--- src/rtl/core/utdf_pkg.sv ---
// ----------------------------------------------------------------------------
// utdf_pkg
// Shared constants, types and state codes of the unordered tuple dedup filter.
// ----------------------------------------------------------------------------
package utdf_pkg;

   localparam int KeyLen        = 5;
   localparam int VertexBits    = 20;
   localparam int PositionBits  = 11;
   localparam int EpochBits     = 8;
   localparam int DefIndexBits  = 20;
   localparam int DefTableDepth = 1024;

   localparam int ReqDataBits = ((KeyLen * VertexBits + 7) / 8) * 8;
   localparam int RspDataBits = ((PositionBits + 7) / 8) * 8;
   localparam int RspUserBits = 2;

   localparam logic [31:0] MixMul = 32'h0100_0193;

   localparam logic [EpochBits-1:0] EpochFirst = EpochBits'(1);
   localparam logic [EpochBits-1:0] EpochLast  = '1;

   typedef enum logic [2:0] {
      ST_SWEEP,
      ST_IDLE,
      ST_SORT,
      ST_READ,
      ST_CHECK,
      ST_EMIT
   } state_type;

   typedef struct packed {
      logic                    table_full;
      logic                    keep;
      logic [PositionBits-1:0] position;
   } result_type;

endpackage

--- src/rtl/core/utdf_hash.sv ---
// ----------------------------------------------------------------------------
// utdf_hash
// Order-free slot hash: each index is mixed by a multiply in its own lane,
// the lanes are summed, folded and reduced below the table depth.
// ----------------------------------------------------------------------------
module utdf_hash
   import utdf_pkg::*;
#(
   parameter int INDEX_BITS  = DefIndexBits,
   parameter int TABLE_DEPTH = DefTableDepth
) (
   input  logic                                     clock,
   input  logic                                     load,
   input  logic [KeyLen-1:0][INDEX_BITS-1:0]        keys_in,
   output logic [$clog2(TABLE_DEPTH)-1:0]           slot
);

   localparam int SlotBits = $clog2(TABLE_DEPTH);
   localparam logic [SlotBits:0] DepthWide = (SlotBits + 1)'(TABLE_DEPTH);

   logic [KeyLen-1:0][31:0] prod_ff, prod_in;
   logic [SlotBits-1:0]     slot_ff, slot_in;
   logic [31:0]             sum;
   logic [31:0]             mixed;
   logic [SlotBits:0]       folded;
   logic [SlotBits:0]       reduced;

   always_comb begin
      for (int i = 0; i < KeyLen; i++) begin
         prod_in[i] = load ? 32'(32'(keys_in[i]) * MixMul) : prod_ff[i];
      end
   end

   always_comb begin
      sum = '0;
      for (int i = 0; i < KeyLen; i++) begin
         sum = sum + prod_ff[i];
      end
      mixed   = sum ^ (sum >> 15);
      folded  = {1'b0, mixed[SlotBits-1:0]};
      reduced = (folded >= DepthWide) ? (folded - DepthWide) : folded;
      slot_in = reduced[SlotBits-1:0];
   end

   always_ff @(posedge clock) begin
      prod_ff <= prod_in;
      slot_ff <= slot_in;
   end

   assign slot = slot_ff;

endmodule

--- config.mk ---
export PLATFORM = sky130hd
export DESIGN_NAME = utdf_hash
export DESIGN_NICKNAME = d
export VERILOG_FILES = /design/src/rtl/core/utdf_pkg.sv /design/src/rtl/core/utdf_hash.sv
export SDC_FILE = /design/constraint.sdc
export NUM_CORES = 1
export LEC_CHECK = 0
export ABC_AREA = 1
export ABC_CLOCK_PERIOD_IN_PS = 6700
export BUFFER_PORTS_ARGS = -buffer_cell sky130_fd_sc_hd__clkbuf_2
export CAP_MARGIN = 0
export CORE_MARGIN = 4
export CORE_UTILIZATION = 35
export CTS_CLUSTER_DIAMETER = 40
export DETAILED_ROUTE_END_ITERATION = 12
export PLACE_DENSITY = 0.48
export SYNTH_ARGS = -nofsm -noshare
export SYNTH_HDL_FRONTEND = slang
export SYNTH_SLANG_ARGS = --single-unit
--- constraint.sdc ---
create_clock -name clock -period 6.7 [get_ports clock]
set_clock_uncertainty 0.1 [all_clocks]
set_input_delay 1.34 -clock clock [delete_from_list [all_inputs] [get_ports clock]]
set_output_delay 1.34 -clock clock [all_outputs]
set_load 0.01 [all_outputs]
# Word level (Yosys, flattened, before mapping)
# Index checks and enable logic that the tools add are counted.
# word_totals
out_inout_bits	10
wordCells	16
input_bits	102
reg_bits	135
# op_classes
bitwise_logic	1
n_addsub	4
mul	5
# op_table
op	count
multiplier 20 x 25 -> 25 bit (second input constant)	5
adder 25 bit	4
bitwise XOR 10 bit	1

# Longest topological paths before layout
# Gate-level depths: netlist of run 1.
# depth
depth_word	5
depth_mapped	24
depth_no_buf	24

# Worst setup path before layout of run 1
# Ideal clock, no wire load.
# synth_timing
kind	input port to flip-flop
from	input port keys_in[26] (netlist bit)
to	register prod_ff[54] (netlist bit), data pin
setup_slack_ns	1.150
arrival_ns	5.191
t_required_ns	6.341
stages	17
cell_sequence	ha_1 -> ha_1 -> inv_1 -> fa_1 -> fa_1 -> inv_1 -> fa_1 -> inv_1 -> fa_1 -> inv_1 -> ha_1 -> ha_1 -> a21oi_1 -> o21ai_0 -> a21oi_1 -> nand3_1 -> xor2_1
# synth_between
elab_chain_cells	1
# synth_lines
item	line	source
start: declaration	utdf_hash.sv:14	input logic [KeyLen-1:0][INDEX_BITS-1:0] keys_in,
multiplier 20 x 25 -> 25 bit	utdf_hash.sv:30	prod_in[i] = load ? 32'(32'(keys_in[i]) * MixMul) : prod_ff[i];
end signal: assignment	utdf_hash.sv:46	prod_ff <= prod_in;
end: declaration	utdf_hash.sv:21	logic [KeyLen-1:0][31:0] prod_ff, prod_in;
# No other way between the ends.
# A chain may end at the register's enable or synchronous reset.

# Worst setup path after layout of run 1
# Same ends and word-level chain as after synthesis.

==> results_dict.tcl, run 1 <==
set metrics [dict create \
    status "complete, no violations" \
    syn_inst 2908 \
    ios 112 \
    chipHeight_um 280 \
    synth_top_area_frac 0.309 \
    antenna_found_initial 0 \
    drv_slew 0 \
    required_ns 6.80 \
    cts_sinks 135 \
    crit_chain "clkbuf_2 -> ha_1 -> ha_1 -> inv_1 -> fa_1 -> fa_1 -> inv_1 -> fa_1 -> inv_1 -> fa_1 -> inv_1 -> ha_1 -> ha_1 -> a21oi_1 -> o21ai_0 -> a21oi_1 -> nand3_1 -> xor2_1" \
    cts-root-buf "clkbuf_16" \
    startpoint_type "input port" \
    synth_area_leaders "ha_1, fa_1, edfxtp_1" \
    critPathSlowestCell "fa_1" \
    post-dp-hpwl_mm 60.3 \
    drt_iter0_drc 1111 \
    fin_setup_tns_ns 0 \
    nFillCells 7497 \
    fmax_mhz 178 \
    syn_area_mm2 0.0259 \
    routabilityCongestion 0.885 \
    cp.arrival_ns 5.73 \
    viasPerCell 4.75 \
    grt_pass1_wl_mm 108 \
    drtPass1Iterations 5 \
    crit_start "keys_in[26]" \
    grt_pass1_vias 20300 \
    clockBufferDepth 2 \
    syn2layout_area_growth_pct 9.16 \
    multi_input_area_mm2 0.0195 \
    ys_ff_latch 135 \
    synth_warnings 0 \
    crit_fanout 5 \
    num_rows 99 \
    avgSynthCellArea_um2 8.92 \
    path_buf_inv 5 \
    slew-limit-headroom 0.460 \
    setup_violations 0 \
    syn_nets 3926 \
    grt_overflow_total 0 \
    cp_top_family "adder cells" \
    crit_path_max_incr_delay_ns 0.54 \
    timing.hold.worst.start "prod_ff[128]" \
    insertion_delay_ns 0.45 \
    yosysUniqueCellTypes 38 \
    layout-drive-gt1-share 0.0564 \
    port_buffers 111 \
    maxCapViolations 0 \
    worst_pin_slew_ns 0.811 \
    final.min_clock_period_ns 5.63 \
    cts.htree.levels 4 \
    synth.yosys.seq_area_share 0.152 \
    remaining_drc_errors 0 \
    cts_setup_buffers 0 \
    synth_top_area_cell "ha_1" \
    path_clk_slew_ns 0.07 \
    grt_max_degree 62 \
    antenna_cells 0 \
    tritoncts "built" \
    routed-via-count 19100 \
    drtAntennaViolNets 0 \
    dieWidth_um 280 \
    hold_class "register to register" \
    start_util 0.354 \
    reg2reg_from "prod_ff[0]" \
    cts-resized-gates 0 \
    seq_area_mm2 0.00395 \
    grt_use_total 0.174 \
    dieArea_mm2 0.0786 \
    wl_per_cell_um 16.5 \
    routed_wl_mm 66.0 \
    cts_hold_buf 0 \
    numCtsBuffers 17 \
    nets 4057 \
    path_class "input port to register" \
    period_share 0.841 \
    end_kind "register" \
    finalHoldViolations 0 \
    core_mm2 0.0732 \
    grt_setup_unrepaired "no" \
]
==> worst paths after layout <==
| check | endpoint | slack [ns] | cells after the start |
|---|---|---|---|
| worst max-delay path | prod_ff[54] | 1.07 | 18 |
| worst max register to register | slot[4] | 2.66 | 17 |
| worst min register to register | slot[0] | 0.67 | 3 |
| worst min-delay path | slot[0] | 0.67 | 3 |
==> flip-flops by register name (all words and copies together), names as in the netlist <==
register and flops:
slot 10, prod_ff 125
==> placed cells by master (no fill, tap or decap), drive strengths merged <==
master	netlist	layout
clkinv	0	2
o21bai	5	5
o21a	4	4
edfxtp	125	125
ha	640	640
o21ai	83	83
or2	7	7
buf	1	3
dfxtp	10	10
nor3	27	27
clkbuf	0	127
fa	276	276
o31ai	2	2
xnor2	44	44
a21oi	137	137
xor2	90	90
nand3b	18	18
nand4	38	38
nand3	113	113
and2	3	3
nor4	1	1
o22ai	3	3
nor2	153	153
a31oi	1	1
clkinvlp	0	4
a21boi	3	3
inv	669	676
nand2	448	448
bufinv	0	2
a21o	7	7
==> layer usage <==
layer | routed length [µm] | global-route usage | vias to the layer above
met4 | 416 | 0.0201 | 0
met2 | 30900 | 0.292 | 262
li1 | - | - | 9634
met5 | 0 | 0 | -
met1 | 33000 | 0.252 | 9130
met3 | 1750 | 0.0146 | 27
==> metrics by stage <==
stage | utilization | hold slack [ns] | area [µm²] | std cells | worst slack [ns]
after global routing | 0.387 | 0.710 | 28300 | 4011 | 0.786
after CTS | 0.387 | 0.686 | 28300 | 4011 | 1.05
final | 0.387 | 0.668 | 28300 | 4011 | 1.07
after floorplan | - | 0.577 | 25900 | 2908 | 1.15
after global placement | 0.379 | 0.665 | 27700 | 3979 | 0.639
after detailed placement | 0.379 | 0.672 | 27700 | 3979 | 0.596
==> cells by family after synthesis <==
logic type,Yosys count,synth area share
compound gates,245,0.0514
xor+xnor,134,0.0452
fa+ha+maj,916,0.522
buf+inv,670,0.0970
flops,135,0.152
simple gates,808,0.133
==> final cells by class <==
type	instances	area share
multi-input combinational	2103	0.688
sequential	135	0.140
inverter	669	0.0887
tap	959	0.0424
timing repair buffer	113	0.0202
clock buffer	17	0.0150
clock inverter	15	0.00649
==> cell usage after synthesis, drive strengths merged <==
| master | count |
|---|---|
| inv | 669 |
| ha | 640 |
| nand2 | 448 |
| fa | 276 |
| nor2 | 153 |
| a21oi | 137 |
| edfxtp | 125 |
| nand3 | 113 |
| xor2 | 90 |
| o21ai | 83 |
| xnor2 | 44 |
| nand4 | 38 |
| nor3 | 27 |
| nand3b | 18 |
| dfxtp | 10 |
| a21o | 7 |
| or2 | 7 |
| o21bai | 5 |
| o21a | 4 |
| a21boi | 3 |
| and2 | 3 |
| o22ai | 3 |
| o31ai | 2 |
| a31oi | 1 |
| buf | 1 |
| nor4 | 1 |
==> worst reg2reg max path, stage by stage (launching register included) <==
cell      delay [ns]
edfxtp_1        0.48
fa_1            0.45
inv_1           0.10
fa_1            0.50
fa_1            0.52
inv_1           0.04
ha_1            0.22
fa_1            0.47
nand3_1         0.08
nand3_1         0.21
nand2_1         0.19
nand2_1         0.10
nand3_1         0.09
nand2_1         0.11
nand2_1         0.10
nand2_1         0.05
nand2_1         0.07
nand2_1         0.04
Power of run 1 is not shown: default switching activity piles up to over one toggle a cycle in this logic, so the estimate is an artifact.
==> run 2, diff against run 1 <==
ABC_AREA = 0   (was 1)
ABC_CLOCK_PERIOD_IN_PS = 5460   (was 6700)
clock period = 5.46 ns   (was 6.7 ns; I/O delays follow)
==> run 2 against run 1 <==
- critical path depth grew 1
- hold slack improved by 0.029 ns
- register-to-register slack lost 1.5 ns
==> results_dict.tcl, run 2 <==
set metrics [dict create \
    fin_setup_tns_ns 0 \
    final.min_clock_period_ns 5.41 \
    fmax_mhz 185 \
    path_class "input port to register" \
    remaining_drc_errors 0 \
    gr-max-usage-layer "met2" \
    cp.arrival_ns 5.47 \
    maxCapViolations 0 \
    end_kind "register" \
    syn_area_mm2 0.0237 \
    core_mm2 0.0670 \
    use_met1 0.219 \
    crit_fanout 3 \
    viasPerCell 4.57 \
    top_register "prod_ff" \
    dieArea_mm2 0.0718 \
    antenna_cells 0 \
    tritoncts "built" \
    insertion_delay_ns 0.42 \
    post-dp-hpwl_mm 49.1 \
    avgSynthCellArea_um2 10.8 \
    hold_class "register to register" \
    synth_edf_count 125 \
    synth.most_common_cell "ha_1" \
    port_buffers 111 \
    path_clk_slew_ns 0.06 \
    period_share 0.990 \
    syn_inst 2196 \
    antenna_found_initial 0 \
    num_rows 95 \
    chipHeight_um 268 \
    ys_ff_latch 135 \
    drv_slew 0 \
    synth_ff_type "edfxtp_1" \
    required_ns 5.53 \
    dieWidth_um 268 \
    cts.htree.levels 4 \
    cts_sinks 135 \
    numCtsBuffers 17 \
    yosysUniqueCellTypes 66 \
    largest_reg_flops 125 \
    use_met3 0.0179 \
    drt_iter0_drc 544 \
    grt_setup_unrepaired "yes" \
    syn2layout_area_growth_pct 27.6 \
    drtPass1Iterations 6 \
    synth_top_cells_by_count "ha_1, inv_1, fa_1" \
    layout-drive-gt1-share 0.266 \
    layout_common_cells "ha_1, inv_1, buf_4" \
    synth.yosys.seq_area_share 0.167 \
    routed_wl_mm 54.3 \
    grt_use_total 0.155 \
    ios 112 \
    syn_nets 3214 \
    cts-root-buf "clkbuf_16" \
    synth_warnings 0 \
    setup_violations 0 \
    whs_ns 0.697 \
    grt_pass1_vias 18000 \
    routabilityCongestion 0.855 \
    synth_top_area_cell "ha_1" \
    worst_pin_slew_ns 0.739 \
    synth_top_area_frac 0.338 \
    grt_pass1_wl_mm 89.5 \
    clockBufferDepth 2 \
    slew-limit-headroom 0.506 \
    drtAntennaViolNets 0 \
    status "complete, no violations" \
    wl_per_cell_um 15.1 \
    synth_area_leaders "ha_1, fa_1, edfxtp_1" \
    nets 3735 \
    grt_max_degree 47 \
    startpoint_type "input port" \
    layout_commonest_cell "ha_1" \
    grt_overflow_total 0 \
    grt_use_met2 0.267 \
    routed-via-count 16500 \
    synthArstFlopShare 0 \
    start_util 0.353 \
    finalHoldViolations 0 \
]
==> run 2: cell count changes after synthesis, moves of 11 or more <==
| cell | delta |
|---|---|
| a211oi_1 | +11 |
| a21o_1 | +24 |
| a21oi_1 | -73 |
| inv_1 | -141 |
| nand2_1 | -411 |
| nand2b_1 | +22 |
| nand3_1 | -91 |
| nand3b_1 | -18 |
| nand4_1 | -31 |
| nor2_1 | -95 |
| o21ai_0 | -46 |
| xnor2_1 | +78 |
| xor2_1 | -45 |
==> run 2: kinds of logic (layout without fill, tap and decap cells) <==
logic type               Yosys count  in the layout  share of synthesized area
AO/OA/AOI/OAI                    237            237                     0.0690
XOR/XNOR                         167            167                     0.0618
adder cells (fa/ha/maj)          916            916                      0.572
buffers and inverters            527           1061                     0.0836
flip-flops                       135            135                      0.167
AND/OR/NAND/NOR                  214            214                     0.0466
==> run 2: cell type report <==
class | count | area [µm²]
Multi-Input combinational cell | 1534 | 19100
Clock buffer | 18 | 429
Inverter | 527 | 1990
Timing Repair Buffer | 502 | 3530
Fill cell | 6361 | 36900
Sequential cell | 135 | 3950
Tap cell | 873 | 1090
Clock inverter | 14 | 134
==> run 2: metal layers <==
metal,routed length (µm),vias up
met2,26600,138
li1,-,8364
met4,434,0
met5,0,-
met3,1100,26
met1,26200,7940
==> run 2: final timing paths <==
check	slack, ns	startpoint	to	depth (start not counted)
max	0.05	keys_in[47]	prod_ff[88]	19
min	0.70	prod_ff[128]	slot[0]	3
max reg2reg	1.20	prod_ff[0]	slot[2]	15
min reg2reg	0.70	prod_ff[128]	slot[0]	3
==> run 2: per-stage QoR <==
| step | util | instances | area [µm²] | setup WS, ns |
|---|---|---|---|---|
| finish | 0.450 | 3603 | 30200 | 0.0548 |
| global route | 0.450 | 3603 | 30200 | -0.133 |
| CTS | 0.436 | 3586 | 29200 | -0.000540 |
| detailed placement | 0.426 | 3553 | 28600 | -0.820 |
| global placement | 0.426 | 3553 | 28600 | -0.797 |
| floorplan | - | 2196 | 24100 | -0.349 |
==> run 2: critical path, cell delays in order <==
cell and delay (ns):
buf_8 0.10, ha_4 0.24, ha_4 0.16, fa_1 0.47
inv_1 0.05, fa_1 0.47, inv_1 0.05, fa_1 0.50
fa_1 0.45, ha_4 0.30, ha_4 0.19, a21o_1 0.16
a211oi_2 0.19, a21oi_2 0.08, a21oi_2 0.15, nor2b_2 0.07
or3_4 0.36, a2111oi_4 0.32, nor3_2 0.08
==> run 2: what timing repair did <==
item                       4_1_cts  5_1_grt
gates resized for setup         14      136
pin swaps                       15       94
hold endpoints to repair         0        0
hold buffers                     0        0
setup endpoints to repair        5       31
setup buffers                    1       18
Power of run 2 is left out for the same reason.
