===== config.mk =====
export PLATFORM = sky130hd
export DESIGN_NAME = utdf_sorter
export DESIGN_NICKNAME = d
export VERILOG_FILES = /design/src/rtl/core/utdf_pkg.sv /design/src/rtl/core/utdf_sorter.sv
export SDC_FILE = /design/constraint.sdc
export NUM_CORES = 1
export LEC_CHECK = 0
export ABC_CLOCK_PERIOD_IN_PS = 3000
export BUFFER_PORTS_ARGS = -buffer_cell sky130_fd_sc_hd__buf_2
export CAP_MARGIN = 5
export CORE_MARGIN = 2
export CORE_UTILIZATION = 49
export CTS_BUF_LIST = sky130_fd_sc_hd__clkbuf_4
export CTS_CLUSTER_SIZE = 25
export DETAILED_ROUTE_END_ITERATION = 6
export GPL_ROUTABILITY_DRIVEN = 0
export PLACE_DENSITY = 0.79
export SLEW_MARGIN = 25
export SYNTH_ARGS = -nofsm -noshare
export SYNTH_HDL_FRONTEND = slang
export SYNTH_SLANG_ARGS = --single-unit

===== constraint.sdc =====
create_clock -name clock -period 3 [get_ports clock]
set_clock_uncertainty 0.15 [all_clocks]
set_input_delay 0.6 -clock clock [delete_from_list [all_inputs] [get_ports clock]]
set_output_delay 0.6 -clock clock [all_outputs]
set_load 0.01 [all_outputs]

===== src/rtl/core/utdf_pkg.sv =====
// ----------------------------------------------------------------------------
// utdf_pkg
// Shared constants, types and state codes of the unordered tuple dedup filter.
// ----------------------------------------------------------------------------
package utdf_pkg;

   localparam int KeyLen        = 5;
   localparam int VertexBits    = 20;
   localparam int PositionBits  = 11;
   localparam int EpochBits     = 8;
   localparam int DefIndexBits  = 20;
   localparam int DefTableDepth = 1024;

   localparam int ReqDataBits = ((KeyLen * VertexBits + 7) / 8) * 8;
   localparam int RspDataBits = ((PositionBits + 7) / 8) * 8;
   localparam int RspUserBits = 2;

   localparam logic [31:0] MixMul = 32'h0100_0193;

   localparam logic [EpochBits-1:0] EpochFirst = EpochBits'(1);
   localparam logic [EpochBits-1:0] EpochLast  = '1;

   typedef enum logic [2:0] {
      ST_SWEEP,
      ST_IDLE,
      ST_SORT,
      ST_READ,
      ST_CHECK,
      ST_EMIT
   } state_type;

   typedef struct packed {
      logic                    table_full;
      logic                    keep;
      logic [PositionBits-1:0] position;
   } result_type;

endpackage


===== src/rtl/core/utdf_sorter.sv =====
// ----------------------------------------------------------------------------
// utdf_sorter
// Odd-even transposition sorter: one compare-exchange phase per cycle over
// the five indices, ascending from lane 0.
// ----------------------------------------------------------------------------
module utdf_sorter
   import utdf_pkg::*;
#(
   parameter int INDEX_BITS = DefIndexBits
) (
   input  logic                               clock,
   input  logic                               reset,
   input  logic                               load,
   input  logic [KeyLen-1:0][INDEX_BITS-1:0]  keys_in,
   output logic                               busy,
   output logic [KeyLen-1:0][INDEX_BITS-1:0]  keys_out
);

   localparam int PhaseBits = $clog2(KeyLen);
   localparam logic [PhaseBits-1:0] PhaseLast = PhaseBits'(KeyLen - 1);

   logic [KeyLen-1:0][INDEX_BITS-1:0] vals_ff, vals_in;
   logic [PhaseBits-1:0]              phase_ff, phase_in;
   logic                              busy_ff, busy_in;
   logic [KeyLen-1:0][INDEX_BITS-1:0] swapped;

   always_comb begin
      swapped = vals_ff;
      for (int i = 0; i < KeyLen - 1; i++) begin
         if ((1'(i) == phase_ff[0]) && (vals_ff[i] > vals_ff[i+1])) begin
            swapped[i]   = vals_ff[i+1];
            swapped[i+1] = vals_ff[i];
         end
      end
   end

   always_comb begin
      vals_in  = vals_ff;
      phase_in = phase_ff;
      busy_in  = busy_ff;
      if (load) begin
         vals_in  = keys_in;
         phase_in = '0;
         busy_in  = 1'b1;
      end else if (busy_ff) begin
         vals_in  = swapped;
         phase_in = phase_ff + PhaseBits'(1);
         if (phase_ff == PhaseLast) begin
            busy_in = 1'b0;
         end
      end
   end

   always_ff @(posedge clock) begin
      vals_ff <= vals_in;
      if (reset) begin
         phase_ff <= '0;
         busy_ff  <= 1'b0;
      end else begin
         phase_ff <= phase_in;
         busy_ff  <= busy_in;
      end
   end

   assign busy     = busy_ff;
   assign keys_out = vals_ff;

endmodule


# Word-level counts from Yosys, hierarchy flattened
# Index checks and enable logic that the tools add are counted.
# totals
register_bits	104
input_bits	103
output_inout_bits	101
word_cells	39
# op_classes
add_sub_neg	1
order_cmp	4
n_eq_ne	1
mux	9
bitwise_logic	1
n_reduce_logical	16
# op_table
cell	count
$mux W100	2
$mux W40	4
$gt A20 B20 Y1	4
$reduce_and A2 Y1	5
$reduce_bool A3 Y1	3
$reduce_bool A2 Y1	3
$logic_and A1 B1 Y1	4
$add A3 B1 Y3 const B	1
$eq A3 B3 Y1 const B	1
$mux W1	3
$reduce_or A2 Y1	1
$not A1 Y1	1

# Logic depth before layout (Yosys ltp)
# Gate-level depths: netlist (run 1).
# logic_depth
word_depth	8
depth_mapped	10
depth_no_buf	8

# Least setup slack after synthesis (run 1)
# Ideal clock, no wire load.
# synth_timing
kind	reg-to-reg
start	reg vals_ff (netlist bit keys_out[19])
end	reg vals_ff (netlist bit keys_out[20]) (enable)
setup_ps	352
t_arrival_ps	2471
t_required_ps	2498
slack_ps	26
path_stages_with_launch	8
path_buffers	0
synth_period_minus_slack_ps	2974
path_cell_list	edfxtp_1 -> ha_1 -> nand4_1 -> nor4_1 -> o21ai_0 -> o2111ai_1 -> o22a_1 -> a31o_2
# synth_via
elab_chain_cells	4
# synth_lines
element	line	rtl
start: declaration	utdf_sorter.sv:22	logic [KeyLen-1:0][INDEX_BITS-1:0] vals_ff, vals_in;
start signal: assignment	utdf_sorter.sv:55	vals_ff <= vals_in;
$gt A20 B20 Y1	utdf_sorter.sv:30	if ((1'(i) == phase_ff[0]) && (vals_ff[i] > vals_ff[i+1])) begin
$logic_and A1 B1 Y1	utdf_sorter.sv:30	
$reduce_bool A3 Y1 (no source line)	-	
$reduce_and A2 Y1 (no source line)	-	
# No other way between the ends.
# A chain may end at the register's enable or synchronous reset.

==> flow_summary.yaml, run 1 <==
synth:
  ys_seq_elements: 104
  synth_top_cell_area_share: 0.414
  synth_top_flop_cell: "edfxtp_1"
  async_flop_share: 0
  synth_nets: 919
  avgSynthCellArea_um2: 9.89
  synth_largest_area_cell: "edfxtp_1"
  ys_top_cells_by_count: "100 x edfxtp_1, 94 x nand2_1, 85 x inv_1, 82 x ha_1, 42 x a221o_1"
  synth_area_leaders: "edfxtp_1 41%, ha_1 14%, a221o_1 5.8%, nand2_1 4.9%, inv_1 4.4%"
  synth_area_um2: 7260
  synth_cells: 734
  yosys_warnings: 0
  ys_seq_area_frac: 0.425
  synth-edff-count: 100
  ys_types: 53
  synth.most_common_cell: "edfxtp_1"
floorplanning:
  start_util: 0.501
  pin_count: 204
  core_area_um2: 14500
  die_w_um: 126
  rows: 44
  die_y_um: 126
  dieArea_um2: 15800
timing:
  worst_slack_ns: -0.0356
  setup_viol: 13
  rsz0062_at_grt: "true"
  period_share: 1.01
  fin_crit_ns: 3.04
  slew_headroom: 0.701
  slew_violations: 0
  worst_pin_slew_ns: 0.448
  finalHoldViolCount: 0
  setup-tns-final_ns: -0.134
  max_freq_mhz: 329
power_and_ir_drop:
  vdd_drop_max_mv: 0.308
  power_leakage_nw: 4.69
  p_per_area_nw_per_um2: 559
  p_total_w: 0.00563
setup_path:
  path_cells: "buf_6 -> inv_2 -> ha_1 -> and4_1 -> and4bb_2 -> a21boi_4 -> a2111oi_4 -> buf_4 -> nor3_4 -> buf_12 -> buf_6 -> a221o_1"
  reg2reg_slack_ns: -0.04
  ff2ff_path_depth: 12
  crit_cells: 12
  cp.buffers_inverters: 5
  crit_fanout: 7
  worstSetupPathType: "flip-flop to flip-flop"
  cp_slowest_cell: "edfxtp_1"
  r2r-start: "keys_out[68]"
  worst_path_dominant_cell_family: "compound AO/OA/AOI/OAI gates"
  required_ns: 3.13
  max_stage_delay_ns: 0.45
  r2r-end: "keys_out[56]"
  cp-start-kind: "flip-flop"
  crit_arrival_ns: 3.17
  setup.worst_path.end_class: "flip-flop"
  cp_common_cell: "buf_6"
routing:
  drtIter0Drc: 1004
  drt_first_pass_iters: 6
  vias: 7396
  ant_nets: 0
  route.final.wire_length_mm: 24.9
  wire_per_inst_um: 20.2
  via_per_inst: 5.98
  drc: 0
outcome:
  violations: "setup timing"
  status: "finished with violations"
global_routing:
  grt_start_max_net_pins: 53
  grt_remaining_overflow: 0
  grt_pass1_wl_mm: 37.1
  grt_pass1_vias: 7073
  track_usage: 0.300
  antenna_found_initial: 1
place:
  dp.cells: 1173
  pre_cts_slack_ns: -0.144
  numPortBuffers: 203
  dp_hpwl_mm: 18.0
cts:
  path_clk_slew_ns: 0.17
  cts-root-buf: "clkbuf_4"
  cts_sinks: 104
  htree_levels: 3
  tritoncts: "done"
  hold_buffers: 0
  clk_latency_ns: 0.51
  cts_buffers: 9
  cts.path.max_buffers: 2
final_layout:
  drive_above_1_share: 0.401
  final_cells: 1236
  fin_util: 0.696
  areaGrowthSynthToFinish_pct: 38.8
  finish.net_count: 1231
worst_hold_path:
  hold_end: "busy"
  hold_depth: 2
  hold_path.class: "input pin to flip-flop"
  worst_hold_startpoint: "reset"
run:
  drv_cap: 0
[registers in the layout, summed over array words and instances (netlist names)]
name and cells:
busy 1, keys_out 100, phase_ff 3
[placed cells by master (no fill, tap or decap), drive strengths merged, types with 11 or more instances in the layout]
cell    count
a21o       11
a21oi      29
a221o      42
and2       20
and3       22
buf       344
clkbuf     12
edfxtp    100
ha         82
inv        85
nand2      94
nand4      14
nor2       25
nor3       25
o21ai      26
o221a      20
o31ai      40
[power by group]
group / internal [W] / switching (W)
registers: 0.00192 / 0.000233
clock network: 0.000271 / 0.000506
logic: 0.00129 / 0.00142
[how the worst max path moves through the flow]
stage | from | to | slack (ns)
3_3_place_gp | keys_out[75] | keys_out[52] | -0.06
4_1_cts | keys_out[68] | keys_out[64] | 0.003
2_1_floorplan | keys_out[19] | keys_out[20] | 0.03
3_5_place_dp | keys_out[75] | keys_out[52] | -0.14
6_report | keys_out[68] | keys_out[56] | -0.04
5_1_grt | keys_out[77] | keys_out[74] | -0.10
[worst register-to-register path, cell delays in order (launching register included)]
cell and delay (ns):
edfxtp_1 0.45, buf_6 0.15, inv_2 0.05, ha_1 0.22
and4_1 0.22, and4bb_2 0.27, a21boi_4 0.16, a2111oi_4 0.26
buf_4 0.19, nor3_4 0.05, buf_12 0.16, buf_6 0.13
a221o_1 0.35
[area by class of cell]
cell class	instances	area, um2
fillers	1083	4400
clock inverters	5	57.6
multi-input cells	501	4010
repair buffers	345	2300
flip-flops and latches	104	3080
diodes	1	2.50
clock buffers	11	82.6
well taps	184	230
inverters	85	319
[routing by layer]
| metal | GRT usage | routed length [um] | part of all wire | vias to the layer above |
|---|---|---|---|---|
| met5 | 0 | 0 | 0 | - |
| met4 | 0.129 | 897 | 0.036 | 0 |
| met1 | 0.407 | 9760 | 0.39 | 3435 |
| li1 | - | - | - | 3397 |
| met2 | 0.477 | 11600 | 0.46 | 499 |
| met3 | 0.0540 | 2700 | 0.11 | 65 |
[stage by stage]
stage / hold WS, ns / instance area (um2)
6_report: 0.148 / 10100
5_1_grt: 0.149 / 10100
4_1_cts: 0.125 / 9730
3_5_place_dp: 0.363 / 9150
3_3_place_gp: 0.370 / 9150
2_1_floorplan: 0.347 / 7260
[cell families after synthesis]
logic type | share of synthesized area
AND/OR/NAND/NOR | 0.153
AO/OA/AOI/OAI | 0.207
multiplexers | 0.00138
buffers and inverters | 0.0701
XOR/XNOR | 0.00241
flip-flops | 0.425
adder cells (fa/ha/maj) | 0.141
[what timing repair did]
action,CTS,global route
endpoints found under the setup margin,79,137
setup buffers,24,18
gates cloned,6,1
pin swaps,20,21
hold endpoints to repair,0,0
resized for setup,46,34
(Power assumes the default switching activity.)
==> run 2: changes to the inputs <==
Settings changed: ABC_CLOCK_PERIOD_IN_PS 3000 to 2750.
Clock period 3 ns to 2.75 ns, I/O delays scaled along.
==> run 2 against run 1 <==
Net effect: the flow finishes with violations (DRC, setup timing); wire length is 19% higher; power is 18% higher; sequential share of layout area is 2.2 points lower; flip-flop and latch count stayed put; critical path type unchanged; worst setup slack worse by 0.37 ns; count of clock-buffer cells in the layout stayed put; largest cell class unchanged; non-clock buffer count is 60 higher; worst hold slack worse by 0.079 ns; final cell count is 5.1% higher.
==> flow_summary.yaml, run 2 (same netlist as run 1, synthesis figures left out) <==
routing:
  via_per_inst: 6.40
  drc: 1
  drtIter0Drc: 1206
  route.final.wire_length_mm: 29.7
  wire_per_inst_um: 22.9
  drt_first_pass_iters: 7
  ant_nets: 0
  vias: 8314
place:
  pre_cts_slack_ns: -0.238
  dp.cells: 1225
  numPortBuffers: 203
  placed_area_um2: 9570
  dp_hpwl_mm: 18.2
timing:
  setup_viol: 160
  setup-tns-final_ns: -40.59
  finalHoldViolCount: 0
  worst_slack_ns: -0.401
  rsz0062_at_grt: "true"
  worst_pin_slew_ns: 0.531
  period_share: 1.15
  slew_violations: 0
  fin_crit_ns: 3.15
  max_freq_mhz: 317
  slew_headroom: 0.646
worst_hold_path:
  hold_path.class: "input pin to flip-flop"
  hold_end: "busy"
  hold_depth: 2
  worst_hold_startpoint: "reset"
global_routing:
  grt_pass1_wl_mm: 38.3
  track_usage: 0.306
  antenna_found_initial: 1
  grt_start_max_net_pins: 55
  grt_pass1_vias: 7346
  grt_remaining_overflow: 0
final_layout:
  fin_util: 0.749
  largest_register_ffs: 100
  finish.net_count: 1294
  design_area_um2: 10800
  regArea_um2: 3080
  drive_above_1_share: 0.456
  mostFrequentLayoutCell: "buf_2"
  fill_cells: 911
  areaGrowthSynthToFinish_pct: 49.4
  final_cell_mix: "202 x buf_2, 174 x buf_4, 100 x edfxtp_1"
  multi_input_area_um2: 4300
  final_cells: 1299
setup_path:
  setup.worst_path.end_class: "flip-flop"
  worstSetupPathType: "flip-flop to flip-flop"
  crit_fanout: 5
  crit_arrival_ns: 3.26
  required_ns: 2.86
  r2r-start: "keys_out[78]"
  cp-start-kind: "flip-flop"
  ff2ff_path_depth: 9
  r2r-end: "keys_out[68]"
  reg2reg_slack_ns: -0.40
run:
  drv_cap: 0
power_and_ir_drop:
  vdd_drop_max_mv: 0.348
  p_sw_w: 0.00264
  p_clk_frac: 0.128
  p_per_area_nw_per_um2: 615
  seqPwrFrac: 0.360
  p_sw_frac: 0.396
  power_leakage_nw: 5.08
  intPower_w: 0.00403
  pwr-share-comb: 0.511
cts:
  clk_latency_ns: 0.53
  tritoncts: "done"
  cts_buffers: 9
  cts-root-buf: "clkbuf_4"
  cts_sinks: 104
  hold_buffers: 0
  htree_levels: 3
  path_clk_slew_ns: 0.17
  cts.path.max_buffers: 2
floorplanning:
  die_y_um: 126
  core_area_um2: 14500
  die_w_um: 126
  pin_count: 204
  rows: 44
  start_util: 0.501
  dieArea_um2: 15800
outcome:
  status: "finished with violations"
  violations: "DRC, setup timing"
-- run 2: layer usage --
metal / up-vias / GRT usage / part of all wire
li1: 3520 / - / -
met1: 3850 / 0.396 / 0.36
met2: 743 / 0.498 / 0.45
met3: 201 / 0.0671 / 0.12
met4: 0 / 0.136 / 0.070
met5: - / 0 / 0
-- run 2: worst max-delay path by stage --
stage	to	start	slack (ns)
floorplan	keys_out[70]	keys_out[67]	0.003
global placement	keys_out[71]	keys_out[74]	-0.18
detailed placement	keys_out[76]	keys_out[75]	-0.24
CTS	keys_out[40]	keys_out[70]	-0.16
global route	keys_out[61]	keys_out[78]	-0.42
finish	keys_out[68]	keys_out[78]	-0.40
-- run 2: final cells by class --
cell class                 count  share of cell area
multi-input combinational    504               0.396
sequential                   104               0.284
timing repair buffer         405               0.257
inverter                      85              0.0294
tap                          184              0.0212
clock buffer                  11             0.00761
clock inverter                 5             0.00438
antenna                        1            0.000231
-- run 2: repair_timing --
| item | 4_1_cts | 5_1_grt |
|---|---|---|
| resized for setup | 45 | 59 |
| setup buffers | 16 | 31 |
| pin swaps | 14 | 40 |
| gates cloned | 3 | 8 |
| endpoints found under the setup margin | 160 | 180 |
-- run 2: worst max-delay path: stages (launching register included) --
cell and delay, ns:
edfxtp_1 0.50, ha_4 0.32, nand4_1 0.23, nor4_2 0.40
buf_4 0.19, a21boi_4 0.26, a2111oi_4 0.10, nor2b_2 0.27
a211o_4 0.27, clkbuf_16 0.18
-- run 2: stage by stage --
step	power, W	hold slack, ns
6_report	0.00667	0.0686
5_1_grt	0.00691	0.0864
4_1_cts	0.00601	0.0608
2_1_floorplan	0.00367	0.347
3_3_place_gp	0.00490	0.365
3_5_place_dp	0.00502	0.384
-- run 2: power groups by stage --
stage | registers (W) | clock network, W | logic, W
detailed placement | 0.00239 | 0 | 0.00263
global route | 0.00242 | 0.000893 | 0.00359
CTS | 0.00236 | 0.000836 | 0.00282
global placement | 0.00237 | 0 | 0.00253
finish | 0.00240 | 0.000857 | 0.00341
floorplan | 0.00248 | 0 | 0.00119
==> run 3: changes to the inputs <==
Settings changed: ABC_CLOCK_PERIOD_IN_PS 2750 to 3000, CORE_UTILIZATION 49 to 55, PLACE_DENSITY 0.79 to 0.84.
Clock period 2.75 ns to 3 ns, I/O delays scaled along.
==> run 3 against run 2 <==
Net effect: the flow finishes with violations (setup timing); flip-flop and latch count stayed put; first-iteration DRC count down 14%; global-route usage is essentially flat; wire length decreased by 21%; final cell count is 9.8% lower; sequential power decreased by 8%; via count is 13% lower; clock power is 20% lower; worst setup slack improved by 0.38 ns; cell area decreased by 13%.
==> flow_summary.yaml, run 3 (same netlist as run 1, synthesis figures left out) <==
outcome:
  status: "finished with violations"
  violations: "setup timing"
timing:
  rsz0062_at_grt: "true"
  finalHoldViolCount: 0
  worst_slack_ns: -0.0168
  slew_headroom: 0.655
  period_share: 1.01
  max_freq_mhz: 331
  slew_violations: 0
  fin_crit_ns: 3.02
  setup_viol: 3
  worst_pin_slew_ns: 0.515
setup_path:
  setup.worst_path.end_class: "flip-flop"
  reg2reg_slack_ns: -0.02
  crit_cells: 10
  cp.buffers_inverters: 3
  crit_arrival_ns: 3.23
  worstSetupPathType: "flip-flop to flip-flop"
  cp_slowest_cell: "edfxtp_1"
  crit_start: "keys_out[74]"
  crit_fanout: 19
  ff2ff_path_depth: 10
  r2r-start: "keys_out[74]"
  path_cells: "inv_1 -> ha_1 -> nand4_1 -> and4bb_1 -> a21boi_4 -> a2111oi_4 -> buf_6 -> nor3_4 -> buf_12 -> a221o_1"
  max_stage_delay_ns: 0.50
  required_ns: 3.22
  r2r-end: "keys_out[70]"
  crit_end: "keys_out[70]"
  cp-start-kind: "flip-flop"
  worst_path_dominant_cell_family: "simple AND/OR/NAND/NOR gates"
final_layout:
  final_cells: 1172
  final_cell_mix: "203 x buf_2, 100 x edfxtp_1, 94 x nand2_1"
  fill_cells: 887
  antenna_cells: 0
  finish.net_count: 1180
  drive_above_1_share: 0.352
  largest_register_ffs: 100
  areaGrowthSynthToFinish_pct: 29.7
  mostFrequentLayoutCell: "buf_2"
routing:
  drc: 0
  vias: 7209
  drtIter0Drc: 1038
  route.final.wire_length_mm: 23.6
  via_per_inst: 6.15
  wire_per_inst_um: 20.1
  ant_nets: 0
  drt_first_pass_iters: 6
floorplanning:
  rows: 41
  die_y_um: 119
  die_w_um: 119
  dieArea_um2: 14100
  core_area_um2: 12800
  start_util: 0.568
  pin_count: 204
power_and_ir_drop:
  power_leakage_nw: 4.44
  vdd_drop_max_mv: 0.366
  p_total_w: 0.00526
  p_per_area_nw_per_um2: 559
global_routing:
  track_usage: 0.306
  grt_pass1_vias: 6450
  grt_pass1_wl_mm: 33.7
  grt_remaining_overflow: 0
  antenna_found_initial: 0
  grt_start_max_net_pins: 110
cts:
  cts_buffers: 9
  clk_latency_ns: 0.50
  tritoncts: "done"
  cts.path.max_buffers: 2
  cts_sinks: 104
  htree_levels: 3
  hold_buffers: 0
  path_clk_slew_ns: 0.16
  cts-root-buf: "clkbuf_4"
worst_hold_path:
  hold_path.class: "input pin to flip-flop"
place:
  dp_hpwl_mm: 17.0
  numPortBuffers: 203
  dp.cells: 1123
run:
  drv_cap: 0
-- run 3: metrics by stage --
| stage | instance area [um2] | worst slack, ns | TNS [ns] | hold WS (ns) | utilization |
|---|---|---|---|---|---|
| global placement | 8880 | 0.0279 | 0 | 0.363 | 0.695 |
| global route | 9420 | -0.101 | -4.29 | 0.132 | 0.737 |
| CTS | 9050 | 0.0233 | 0 | 0.129 | 0.709 |
| detailed placement | 8880 | -0.126 | -5.74 | 0.379 | 0.695 |
| floorplan | 7260 | 0.0262 | 0 | 0.347 | - |
| finish | 9420 | -0.0168 | -0.0264 | 0.154 | 0.737 |
-- run 3: layer usage --
layer,wire length [um],share of wire,vias up,global-route usage
met5,0,0,-,0
li1,-,-,3284,-
met2,11200,0.47,487,0.488
met3,2320,0.099,61,0.0541
met1,9350,0.40,3377,0.422
met4,731,0.031,0,0.105
-- run 3: power breakdown --
part,leakage [nW],switching [W],internal [W]
clock,0.0710,0.000495,0.000190
sequential,1.04,0.000279,0.00192
combinational,3.33,0.00129,0.00109
-- run 3: final cells by class --
cell class                      count  area (um2)  share of cell area
Clock buffer                       11        82.6             0.00877
Clock inverter                      5        32.5             0.00345
Inverter                           85         319              0.0339
Multi-Input combinational cell    501        3840               0.407
Sequential cell                   104        3080               0.327
Tap cell                          172         215              0.0229
Timing Repair Buffer              294        1850               0.196
-- run 3: worst min-delay path by stage --
stage | from | endpoint | slack, ns | depth (start not counted)
3_3_place_gp | phase_ff[2] | busy | 0.36 | 3
4_1_cts | reset | busy | 0.13 | 2
3_5_place_dp | phase_ff[2] | busy | 0.38 | 3
2_1_floorplan | phase_ff[2] | busy | 0.35 | 3
6_report | reset | busy | 0.15 | 2
5_1_grt | reset | busy | 0.13 | 2
-- run 3: what timing repair did --
| item | in CTS | in global routing |
|---|---|---|
| setup endpoints to repair | 79 | 148 |
| cloned | 0 | 2 |
| buffers inserted | 6 | 25 |
| pin swaps | 1 | 15 |
| resized for setup | 4 | 35 |
